### src/rtl/mpf_pkg.sv
// constants, character codes and widths for the mini printf formatter
// no dependencies
package mpf_pkg;

    localparam int FRAC_DIGITS = 6;
    localparam int COUNT_WIDTH = 16;
    localparam int MAX_RESULTS = 19;

    localparam int TOTAL_W    = 16;
    localparam int BIN_W      = 32;
    localparam int INT_DIGITS = 10;
    localparam int BCD_W      = 4 * INT_DIGITS;
    localparam int CNT_W      = $clog2(BIN_W);
    localparam int DIG_W      = $clog2(INT_DIGITS);
    localparam int FI_W       = (FRAC_DIGITS > 1) ? $clog2(FRAC_DIGITS) : 1;
    localparam int NRES_W     = $clog2(MAX_RESULTS);

    localparam logic [COUNT_WIDTH-1:0] COUNT_MAX = {COUNT_WIDTH{1'b1}};

    localparam logic [7:0] CH_PERCENT = 8'h25;
    localparam logic [7:0] CH_D       = 8'h64;
    localparam logic [7:0] CH_C       = 8'h63;
    localparam logic [7:0] CH_F       = 8'h66;
    localparam logic [7:0] CH_MINUS   = 8'h2d;
    localparam logic [7:0] CH_DOT     = 8'h2e;
    localparam logic [7:0] CH_ZERO    = 8'h30;
    localparam logic [7:0] CH_NUL     = 8'h00;

endpackage

### src/rtl/mini_printf_formatter_core.sv
// Mini printf formatter: one format byte per input beat, characters out one per beat.
// A plain byte, %c or an end beat keeps the input stalled after it is taken, until its
// output beat is sent; a lone '%' is taken with no result.
// %d and %f run a shift-and-add-3 BCD conversion of the 32-bit integer magnitude, then
// send a minus sign if negative and step through the ten digit positions, one per cycle
// while the output is not stalled, whether a leading zero is skipped or a digit is sent;
// %f adds the point and six fraction digits (one multiply-by-ten step each).
// Output stalls hold the sequencer; a new beat is taken once it is idle.
module mini_printf_formatter_core
    import mpf_pkg::*;
(
    input  logic                i_clk,
    input  logic                i_rst_n,
    input  logic                i_valid,
    output logic                o_stall,
    input  logic [7:0]          i_fmt_byte,
    input  logic                i_end_of_format,
    input  logic signed [31:0]  i_int_arg,
    input  logic signed [63:0]  i_fixed_arg,
    output logic                o_valid,
    input  logic                i_stall,
    output logic [7:0]          o_out_char,
    output logic                o_char_valid,
    output logic [TOTAL_W-1:0]  o_char_total,
    output logic                o_run_last
);

    typedef enum logic [2:0] {
        S_IDLE, S_CONV, S_ONE, S_END, S_SIGN, S_INT, S_DOT, S_FRAC
    } t_state;

    t_state                 r_state, n_state;
    logic                   r_ap, n_ap;
    logic [COUNT_WIDTH-1:0] r_count, n_count;
    logic                   r_is_fix, n_is_fix;
    logic                   r_neg, n_neg;
    logic                   r_lead, n_lead;
    logic [7:0]             r_byte, n_byte;
    logic [BIN_W-1:0]       r_bin, n_bin;
    logic [BIN_W-1:0]       r_frac, n_frac;
    logic [BCD_W-1:0]       r_bcd, n_bcd;
    logic [CNT_W-1:0]       r_cnt, n_cnt;
    logic [DIG_W-1:0]       r_dig, n_dig;
    logic [FI_W-1:0]        r_fi, n_fi;
    logic [NRES_W-1:0]      r_nres, n_nres;

    logic                   r_ovalid, n_ovalid;
    logic [7:0]             r_ochar, n_ochar;
    logic                   r_ocv, n_ocv;
    logic [TOTAL_W-1:0]     r_ototal, n_ototal;
    logic                   r_olast, n_olast;

    logic                   acc, slot_free;
    logic                   e_fire, e_cv, e_last;
    logic [7:0]             e_char;
    logic [3:0]             cur_dig;
    logic [BCD_W-1:0]       adj;
    logic [BIN_W+3:0]       prod;
    logic [63:0]            fix_mag;
    logic [BIN_W-1:0]       int_mag;
    logic [COUNT_WIDTH-1:0] cnt_inc;

    assign o_stall   = (r_state != S_IDLE);
    assign acc       = i_valid && !o_stall;
    assign slot_free = !r_ovalid || !i_stall;

    assign o_valid      = r_ovalid;
    assign o_out_char   = r_ochar;
    assign o_char_valid = r_ocv;
    assign o_char_total = r_ototal;
    assign o_run_last   = r_olast;

    assign cur_dig = r_bcd[4*r_dig +: 4];
    assign prod    = {1'b0, r_frac, 3'b000} + {3'b000, r_frac, 1'b0};
    assign fix_mag = i_fixed_arg[63] ? (~i_fixed_arg + 64'd1) : i_fixed_arg;
    assign int_mag = i_int_arg[31] ? (~i_int_arg + 32'd1) : i_int_arg;
    assign cnt_inc = (r_count != COUNT_MAX) ? r_count + 1'b1 : r_count;

    always_comb begin
        for (int k = 0; k < INT_DIGITS; k++) begin
            adj[4*k +: 4] = (r_bcd[4*k +: 4] >= 4'd5) ? r_bcd[4*k +: 4] + 4'd3
                                                        : r_bcd[4*k +: 4];
        end
    end

    always_comb begin
        e_fire = 1'b0;
        e_cv   = 1'b1;
        e_last = 1'b0;
        e_char = CH_NUL;
        unique case (r_state)
            S_ONE: begin
                e_fire = slot_free;
                e_char = r_byte;
                e_last = 1'b1;
            end
            S_END: begin
                e_fire = slot_free;
                e_cv   = 1'b0;
                e_last = 1'b1;
            end
            S_SIGN: begin
                e_fire = slot_free;
                e_char = CH_MINUS;
            end
            S_INT: begin
                e_fire = slot_free && !(r_lead && cur_dig == 4'd0 && r_dig != '0);
                e_char = CH_ZERO + {4'b0000, cur_dig};
                e_last = (r_dig == '0) && !r_is_fix;
            end
            S_DOT: begin
                e_fire = slot_free;
                e_char = CH_DOT;
            end
            S_FRAC: begin
                e_fire = slot_free;
                e_char = CH_ZERO + {4'b0000, prod[BIN_W+3:BIN_W]};
                e_last = (r_fi == FI_W'(FRAC_DIGITS - 1));
            end
            default: begin
                e_fire = 1'b0;
            end
        endcase
        if (r_nres == NRES_W'(MAX_RESULTS - 1)) begin
            e_last = 1'b1;
        end
    end

    always_comb begin
        n_state  = r_state;
        n_ap     = r_ap;
        n_count  = r_count;
        n_is_fix = r_is_fix;
        n_neg    = r_neg;
        n_lead   = r_lead;
        n_byte   = r_byte;
        n_bin    = r_bin;
        n_frac   = r_frac;
        n_bcd    = r_bcd;
        n_cnt    = r_cnt;
        n_dig    = r_dig;
        n_fi     = r_fi;
        n_nres   = r_nres;
        n_ovalid = r_ovalid && i_stall;
        n_ochar  = r_ochar;
        n_ocv    = r_ocv;
        n_ototal = r_ototal;
        n_olast  = r_olast;

        if (acc) begin
            n_nres = '0;
            n_bcd  = '0;
            n_cnt  = '0;
            n_dig  = DIG_W'(INT_DIGITS - 1);
            n_fi   = '0;
            n_lead = 1'b1;
            n_byte = i_fmt_byte;
            n_ap   = 1'b0;
            if (i_end_of_format) begin
                n_state = S_END;
            end else if (r_ap) begin
                priority if (i_fmt_byte == CH_D) begin
                    n_state  = S_CONV;
                    n_is_fix = 1'b0;
                    n_neg    = i_int_arg[31];
                    n_bin    = int_mag;
                end else if (i_fmt_byte == CH_C) begin
                    n_state = S_ONE;
                    n_byte  = i_int_arg[7:0];
                end else if (i_fmt_byte == CH_F) begin
                    n_state  = S_CONV;
                    n_is_fix = 1'b1;
                    n_neg    = i_fixed_arg[63];
                    n_bin    = fix_mag[63:32];
                    n_frac   = fix_mag[31:0];
                end else begin
                    n_state = S_ONE;
                end
            end else if (i_fmt_byte == CH_PERCENT) begin
                n_ap = 1'b1;
            end else begin
                n_state = S_ONE;
            end
        end

        if (r_state == S_CONV) begin
            n_bcd = {adj[BCD_W-2:0], r_bin[BIN_W-1]};
            n_bin = {r_bin[BIN_W-2:0], 1'b0};
            n_cnt = r_cnt + 1'b1;
            if (r_cnt == CNT_W'(BIN_W - 1)) begin
                n_state = r_neg ? S_SIGN : S_INT;
            end
        end

        if (r_state == S_INT && !e_fire && !(r_ovalid && i_stall)) begin
            n_dig = r_dig - 1'b1;
        end

        if (e_fire) begin
            n_ovalid = 1'b1;
            n_ochar  = e_char;
            n_ocv    = e_cv;
            n_olast  = e_last;
            n_nres   = r_nres + 1'b1;
            if (e_cv) begin
                n_count  = cnt_inc;
                n_ototal = TOTAL_W'(cnt_inc);
            end else begin
                n_count  = '0;
                n_ototal = TOTAL_W'(r_count);
            end
            unique case (r_state)
                S_SIGN: n_state = S_INT;
                S_INT: begin
                    n_lead = 1'b0;
                    n_dig  = r_dig - 1'b1;
                    if (r_dig == '0) begin
                        n_state = S_DOT;
                    end
                end
                S_DOT: n_state = S_FRAC;
                S_FRAC: begin
                    n_frac = prod[BIN_W-1:0];
                    n_fi   = r_fi + 1'b1;
                end
                default: n_state = S_IDLE;
            endcase
            if (e_last) begin
                n_state = S_IDLE;
            end
        end
    end

    always_ff @(posedge i_clk) begin
        if (!i_rst_n) begin
            r_state  <= S_IDLE;
            r_ap     <= 1'b0;
            r_count  <= '0;
            r_nres   <= '0;
            r_ovalid <= 1'b0;
        end else begin
            r_state  <= n_state;
            r_ap     <= n_ap;
            r_count  <= n_count;
            r_nres   <= n_nres;
            r_ovalid <= n_ovalid;
        end
        r_is_fix <= n_is_fix;
        r_neg    <= n_neg;
        r_lead   <= n_lead;
        r_byte   <= n_byte;
        r_bin    <= n_bin;
        r_frac   <= n_frac;
        r_bcd    <= n_bcd;
        r_cnt    <= n_cnt;
        r_dig    <= n_dig;
        r_fi     <= n_fi;
        r_ochar  <= n_ochar;
        r_ocv    <= n_ocv;
        r_ototal <= n_ototal;
        r_olast  <= n_olast;
    end

endmodule

### config.mk
export PLATFORM = sky130hd
export DESIGN_NAME = mini_printf_formatter_core
export DESIGN_NICKNAME = d
export VERILOG_FILES = /design/src/rtl/mpf_pkg.sv /design/src/rtl/mini_printf_formatter_core.sv
export SDC_FILE = /design/constraint.sdc
export NUM_CORES = 1
export LEC_CHECK = 0
export ABC_AREA = 1
export BUFFER_PORTS_ARGS = -buffer_cell sky130_fd_sc_hd__buf_2
export CAP_MARGIN = 20
export CORE_MARGIN = 10
export CORE_UTILIZATION = 40
export CTS_BUF_LIST = sky130_fd_sc_hd__clkbuf_16
export CTS_CLUSTER_DIAMETER = 40
export DETAILED_ROUTE_END_ITERATION = 12
export GPL_ROUTABILITY_DRIVEN = 0
export HOLD_SLACK_MARGIN = 0.02
export MAX_ROUTING_LAYER = met4
export SLEW_MARGIN = 20
export SYNTH_ARGS = -nofsm -noshare
export SYNTH_HDL_FRONTEND = slang
export SYNTH_SLANG_ARGS = --single-unit
### constraint.sdc
create_clock -name i_clk -period 2.8 [get_ports i_clk]
set_input_delay 0.56 -clock i_clk [delete_from_list [all_inputs] [get_ports i_clk]]
set_output_delay 0.56 -clock i_clk [all_outputs]
set_load 0.03 [all_outputs]
==> results.json, run 1 <==
{
  "max-vdd-ir-drop_v": 0.000512,
  "grt_start_max_net_pins": 77,
  "grt-ovfl-total": 0,
  "hold_viol": 0,
  "syn-instance-count": 2231,
  "skew_ns": 0.0122,
  "timing.hold.worst_path_depth": 3,
  "min_path_type": "input pin to flop",
  "initial_core_util": 0.408,
  "slew_headroom": 0.600,
  "cts_max_level": 4,
  "drive_gt1_frac": 0.102,
  "post_drt_wl_per_cell_um": 16.4,
  "slowest_delay_ns": 0.43,
  "port_buffers": 136,
  "clock.fmax_ghz": 0.415,
  "cts_resized": 0,
  "area_delta_synth_final_pct": 12.3,
  "path_class": "flop to flop",
  "setup_viol": 0,
  "yosysWarnings": 0,
  "power_leakage_nw": 7.49,
  "critPathSlowestCell": "fa_1",
  "busiest_layer": "met2",
  "grt_pass1_vias": 14300,
  "pin_count": 137,
  "seq_area_frac_synth": 0.322,
  "synth_top_area_share": 0.230,
  "die_width_um": 211,
  "yosysMostFrequentCell": "nand2_1",
  "min_period_ns": 2.41,
  "fin_crit_sh": 0.861,
  "timing.rr.start": "r_frac[2]",
  "postCtsSetupBuffers": 0,
  "grt_pass1_wl_um": 73900,
  "syn-cell-area_sq_um": 14600,
  "final_area_sq_um": 16400,
  "synth_area_leaders": "edfxtp_1, nand2_1, dfxtp_1",
  "drc_errors": 0,
  "rows": 69,
  "track_usage": 0.209,
  "synth.avg_cell_area_sq_um": 6.55,
  "die_area_sq_um": 44600,
  "clkLatencyLatePin_ns": 0.45,
  "drv_slew": 0,
  "die_height_um": 211,
  "clk_pin_slew_ns": 0.07,
  "cpMostUsedCell": "nand3_1",
  "end_kind": "flop",
  "cp.arrival_ns": 2.75,
  "crit_chain": "ha_1 -> inv_1 -> fa_1 -> o21ai_2 -> a21boi_0 -> buf_4 -> o21bai_1 -> nand3_1 -> nand3_1 -> nand2_1 -> nand3_1 -> nand2_1",
  "synth_ff_type": "edfxtp_1",
  "worstSetupStartpointType": "flop",
  "dp_hpwl_um": 36400,
  "placed_area_sq_um": 15800,
  "vias": 15100,
  "crit_start": "r_frac[2]",
  "cts_tree": "yes",
  "antenna_found_initial": 0,
  "clock_path_buffers": 2,
  "cts_inserted_buffers": 17,
  "holdBufCountCts": 0,
  "core_sq_um": 35800,
  "synth.ff_latch_count": 179,
  "syn-num-nets": 2401,
  "rsz0062_at_grt": "false",
  "grt_use_met1": 0.271,
  "hold_end": "r_frac[0]",
  "use_met3": 0.0212,
  "tightest_slew_ns": 0.597,
  "cp.required_ns": 3.14,
  "synth_top_area_cell": "edfxtp_1",
  "synth_cell_types": 55,
  "cts.sinks": 179,
  "power_density_nw_per_um2": 460,
  "diodes": 0,
  "max_cap_viol_count": 0,
  "cts_root_buffer": "clkbuf_16",
  "first_iter_violations": 1344,
  "yosys-top-cells-count": "nand2_1, nor2_1, inv_1",
  "status": "finished, final reports clean",
  "reg2regPathDepth": 12,
  "synth-edff-count": 112,
  "fill_cells": 3749,
  "critPathMaxFanout": 3,
  "dr.pass1.iters": 6,
  "antenna_left": 0,
  "viasPerCell": 5.33,
  "grtUsageMet2": 0.344,
  "tns_ns": 0,
  "drt-total-wl_um": 46300,
  "rrSetupSlack_ns": 0.39,
  "reg2reg_to": "r_frac[29]",
  "async_reset_ff_frac": 0,
  "hold_start": "i_fixed_arg[0]",
  "fin_nets": 2527
}
## metal layers
metal,part of all wire,up-vias,wire [um]
li1,-,7642,-
met1,0.46,6957,21300
met2,0.47,453,22000
met3,0.051,48,2360
met4,0.016,0,741
met5,0,-,0
## cell families (layout without fill, tap and decap cells)
| family | count (synthesis) | count (layout) | share of synthesized area |
|---|---|---|---|
| and+or+nand+nor | 1207 | 1207 | 0.352 |
| AOI/OAI and AO/OA | 382 | 382 | 0.146 |
| buffers and inverters | 349 | 488 | 0.0957 |
| DFF | 179 | 179 | 0.322 |
| adders and majority gates | 61 | 61 | 0.0528 |
| xor gates and xnor gates | 52 | 52 | 0.0312 |
| muxes | 1 | 1 | 0.000685 |
## report_power, final
| group | internal (mW) | total (mW) | leakage [nW] | switching (mW) |
|---|---|---|---|---|
| clock | 1.25 | 2.41 | 0.283 | 1.16 |
| sequential | 3.17 | 3.36 | 1.63 | 0.186 |
| combinational | 0.539 | 1.77 | 5.57 | 1.23 |
## area by class of cell
cell class	count	area [sq um]	area share
flip-flops and latches	179	4700	0.287
inverters	291	1100	0.0670
well taps	461	577	0.0352
clock buffers	17	425	0.0259
clock inverters	15	146	0.00892
multi-input cells	1703	8510	0.519
repair buffers	165	936	0.0571
## flip-flops by register name (all words and copies together) (netlist names), 3 cells and up
register / count
r_bcd: 40
r_bin: 32
r_frac: 32
o_char_total: 16
r_count: 16
o_out_char: 8
r_byte: 8
r_cnt: 5
r_nres: 5
r_dig: 4
r_fi: 3
r_state: 3
## per-stage QoR
stage	hold slack [ns]	util	setup slack, ns	instances	total power, mW
finish	0.385	0.458	0.389	2831	7.54
global route	0.400	0.458	0.197	2831	7.95
CTS	0.382	0.458	0.418	2831	7.58
detailed placement	0.452	0.442	0.202	2799	5.17
global placement	0.445	0.442	0.156	2799	5.14
floorplan	0.424	-	0.271	2231	4.59
## critical path, delay by kind of cell (launching register included)
family                   cells  cell delay [ns]
buffers and inverters        2             0.26
AND/OR/NAND/NOR              5             0.49
flip-flops                   1             0.37
adder cells (fa/ha/maj)      2             0.59
AO/OA/AOI/OAI                3             0.59
## cells in the final DEF (no fill, tap or decap), types with 26 or more instances in the layout
cell,count
inv_1,276
a21oi_1,121
o21ai_0,161
buf_4,26
ha_1,60
nand3_1,219
nor2_1,278
edfxtp_1,112
xor2_1,42
buf_2,136
dfxtp_1,67
nor3_1,31
nand2_1,596
nand4_1,41
## worst max path at each step
stage | end | cells past startpoint
after floorplan | r_bin[10] | 7
after global placement | r_bin[21] | 13
after detailed placement | r_bin[21] | 13
after CTS | r_frac[29] | 12
after global routing | r_frac[29] | 12
final | r_frac[29] | 12
No activity file was read; power rests on OpenSTA's default activity.
==> run 2, diff against run 1 <==
--- a/config.mk
+++ b/config.mk
@@ -6,13 +6,13 @@
 export NUM_CORES = 1
 export LEC_CHECK = 0
 export ABC_AREA = 1
-export BUFFER_PORTS_ARGS = -buffer_cell sky130_fd_sc_hd__buf_2
 export CAP_MARGIN = 20
 export CORE_MARGIN = 10
-export CORE_UTILIZATION = 40
+export CORE_UTILIZATION = 45
 export CTS_BUF_LIST = sky130_fd_sc_hd__clkbuf_16
 export CTS_CLUSTER_DIAMETER = 40
 export DETAILED_ROUTE_END_ITERATION = 12
+export DONT_BUFFER_PORTS = 1
 export GPL_ROUTABILITY_DRIVEN = 0
 export HOLD_SLACK_MARGIN = 0.02
 export MAX_ROUTING_LAYER = met4
==> run 2 against run 1 <==
Effect of this change: setup slack got worse by 0.18 ns; die area is 10% lower; non-clock buffer count is 138 lower; combinational power decreased by 18%; clock skew decreased by 0.0013 ns; total power shrank 3.4%; via count down 3.0%; final area fell by 4.7%; global-route usage grew 1.8 points; cell count shrank 5.8%; count of clock-buffer cells in the layout rose by 1; sequential cell count unchanged; largest power group unchanged.
==> results.json, run 2 (synthesized netlist as in run 1, its figures left out) <==
{
  "largest_reg_flops": 40,
  "power_leakage_nw": 6.93,
  "final_area_sq_um": 15600,
  "fin_util": 0.492,
  "crit_chain": "ha_1 -> inv_1 -> fa_1 -> o21ai_2 -> a21boi_0 -> o21ai_1 -> nand3_1 -> nand2_1 -> nand2_1 -> nand3_1 -> nand3_1",
  "placed_area_sq_um": 15100,
  "cts_inserted_buffers": 17,
  "vias": 14700,
  "cts_tree": "yes",
  "initial_core_util": 0.459,
  "path_class": "flop to flop",
  "multi_input_area_sq_um": 8510,
  "viasPerCell": 5.49,
  "tns_ns": 0,
  "largestRegisters": "r_bcd (40), r_bin (32), r_frac (32)",
  "cts_resized": 0,
  "drt-total-wl_um": 45200,
  "power_density_nw_per_um2": 466,
  "rrSetupSlack_ns": 0.21,
  "core_sq_um": 31800,
  "grt_pass1_vias": 13800,
  "drc_errors": 0,
  "hold_viol": 0,
  "clock_path_buffers": 2,
  "grt_pass1_wl_um": 72900,
  "critPathTopFamily": "compound AO/OA/AOI/OAI gates",
  "crit_start": "r_frac[2]",
  "end_kind": "flop",
  "cp.required_ns": 2.99,
  "min_period_ns": 2.59,
  "critPathMaxFanout": 5,
  "rows": 65,
  "die_height_um": 200,
  "hold_start": "i_rst_n",
  "skew_ns": 0.0109,
  "status": "finished, final reports clean",
  "dr.pass1.iters": 6,
  "post_drt_wl_per_cell_um": 16.9,
  "timing.rr.start": "r_frac[2]",
  "die_width_um": 200,
  "port_buffers": 0,
  "antenna_left": 0,
  "max_cap_viol_count": 0,
  "grt-ovfl-total": 0,
  "mostFrequentLayoutCells": "nand2_1, nor2_1, inv_1",
  "antenna_found_initial": 1,
  "path_buf_inv": 1,
  "cts.sinks": 179,
  "clk_pin_slew_ns": 0.08,
  "cp.arrival_ns": 2.78,
  "worstSetupStartpointType": "flop",
  "fin_crit_sh": 0.925,
  "clock.fmax_ghz": 0.386,
  "first_iter_violations": 1202,
  "area_delta_synth_final_pct": 7.03,
  "regArea_sq_um": 4700,
  "fill_cells": 3284,
  "cts_root_buffer": "clkbuf_16",
  "clkLatencyLatePin_ns": 0.45,
  "dp_hpwl_um": 35700,
  "max-vdd-ir-drop_v": 0.000431,
  "slew_headroom": 0.508,
  "setup_viol": 0,
  "cpMostUsedCell": "nand3_1",
  "critPathSlowestCell": "fa_1",
  "pin_count": 137,
  "postCtsSetupBuffers": 0,
  "regMostFlops": "r_bcd",
  "drv_slew": 0,
  "slowest_delay_ns": 0.42,
  "die_area_sq_um": 40100,
  "rsz0062_at_grt": "false",
  "cts_max_level": 4,
  "drive_gt1_frac": 0.0453,
  "holdBufCountCts": 0,
  "track_usage": 0.226,
  "fin_nets": 2389,
  "final_common_cell": "nand2_1",
  "min_path_type": "input pin to flop",
  "grt_start_max_net_pins": 78,
  "tightest_slew_ns": 0.737
}
-- run 2: cell count changes in the layout (fill, tap and decap cells not counted), sizes merged --
cell and change:
clkinv -1, diode +1, clkbuf +1, inv +1, bufinv -1, buf -138
-- run 2: worst paths after layout --
| check | to | depth (start not counted) |
|---|---|---|
| setup / recovery | o_out_char[1] | 11 |
| hold / removal | r_count[5] | 2 |
| setup reg to reg | o_out_char[1] | 11 |
| hold reg to reg | r_fi[2] | 1 |
-- run 2: where the power goes --
| group | switching [mW] | internal, mW | total, mW | leakage (nW) |
|---|---|---|---|---|
| combinational | 1.00 | 0.461 | 1.46 | 5.01 |
| sequential | 0.278 | 3.18 | 3.45 | 1.63 |
| clock | 1.15 | 1.22 | 2.37 | 0.282 |
-- run 2: stage by stage --
stage	hold WS [ns]	std cells	power [mW]	worst slack, ns
floorplan	0.424	2231	4.59	0.271
global placement	0.435	2635	4.94	0.363
detailed placement	0.447	2635	4.97	0.266
CTS	0.217	2667	7.32	0.256
global route	0.226	2668	7.67	0.0141
finish	0.231	2668	7.28	0.211
-- run 2: layer usage --
metal / GRT usage / vias to the layer above / wire length (um)
met3: 0.0603 / 72 / 3840
met1: 0.278 / 6751 / 19500
li1: - / 7360 / -
met2: 0.353 / 468 / 20600
met5: - / - / 0
met4: 0.0763 / 0 / 1300
-- run 2: area by class of cell --
cell class / instances / share of cell area
sequential: 179 / 0.301
inverter: 291 / 0.0703
clock inverter: 14 / 0.00760
timing repair buffer: 27 / 0.0130
tap: 435 / 0.0348
antenna: 1 / 0.000160
multi-input combinational: 1703 / 0.544
clock buffer: 18 / 0.0288
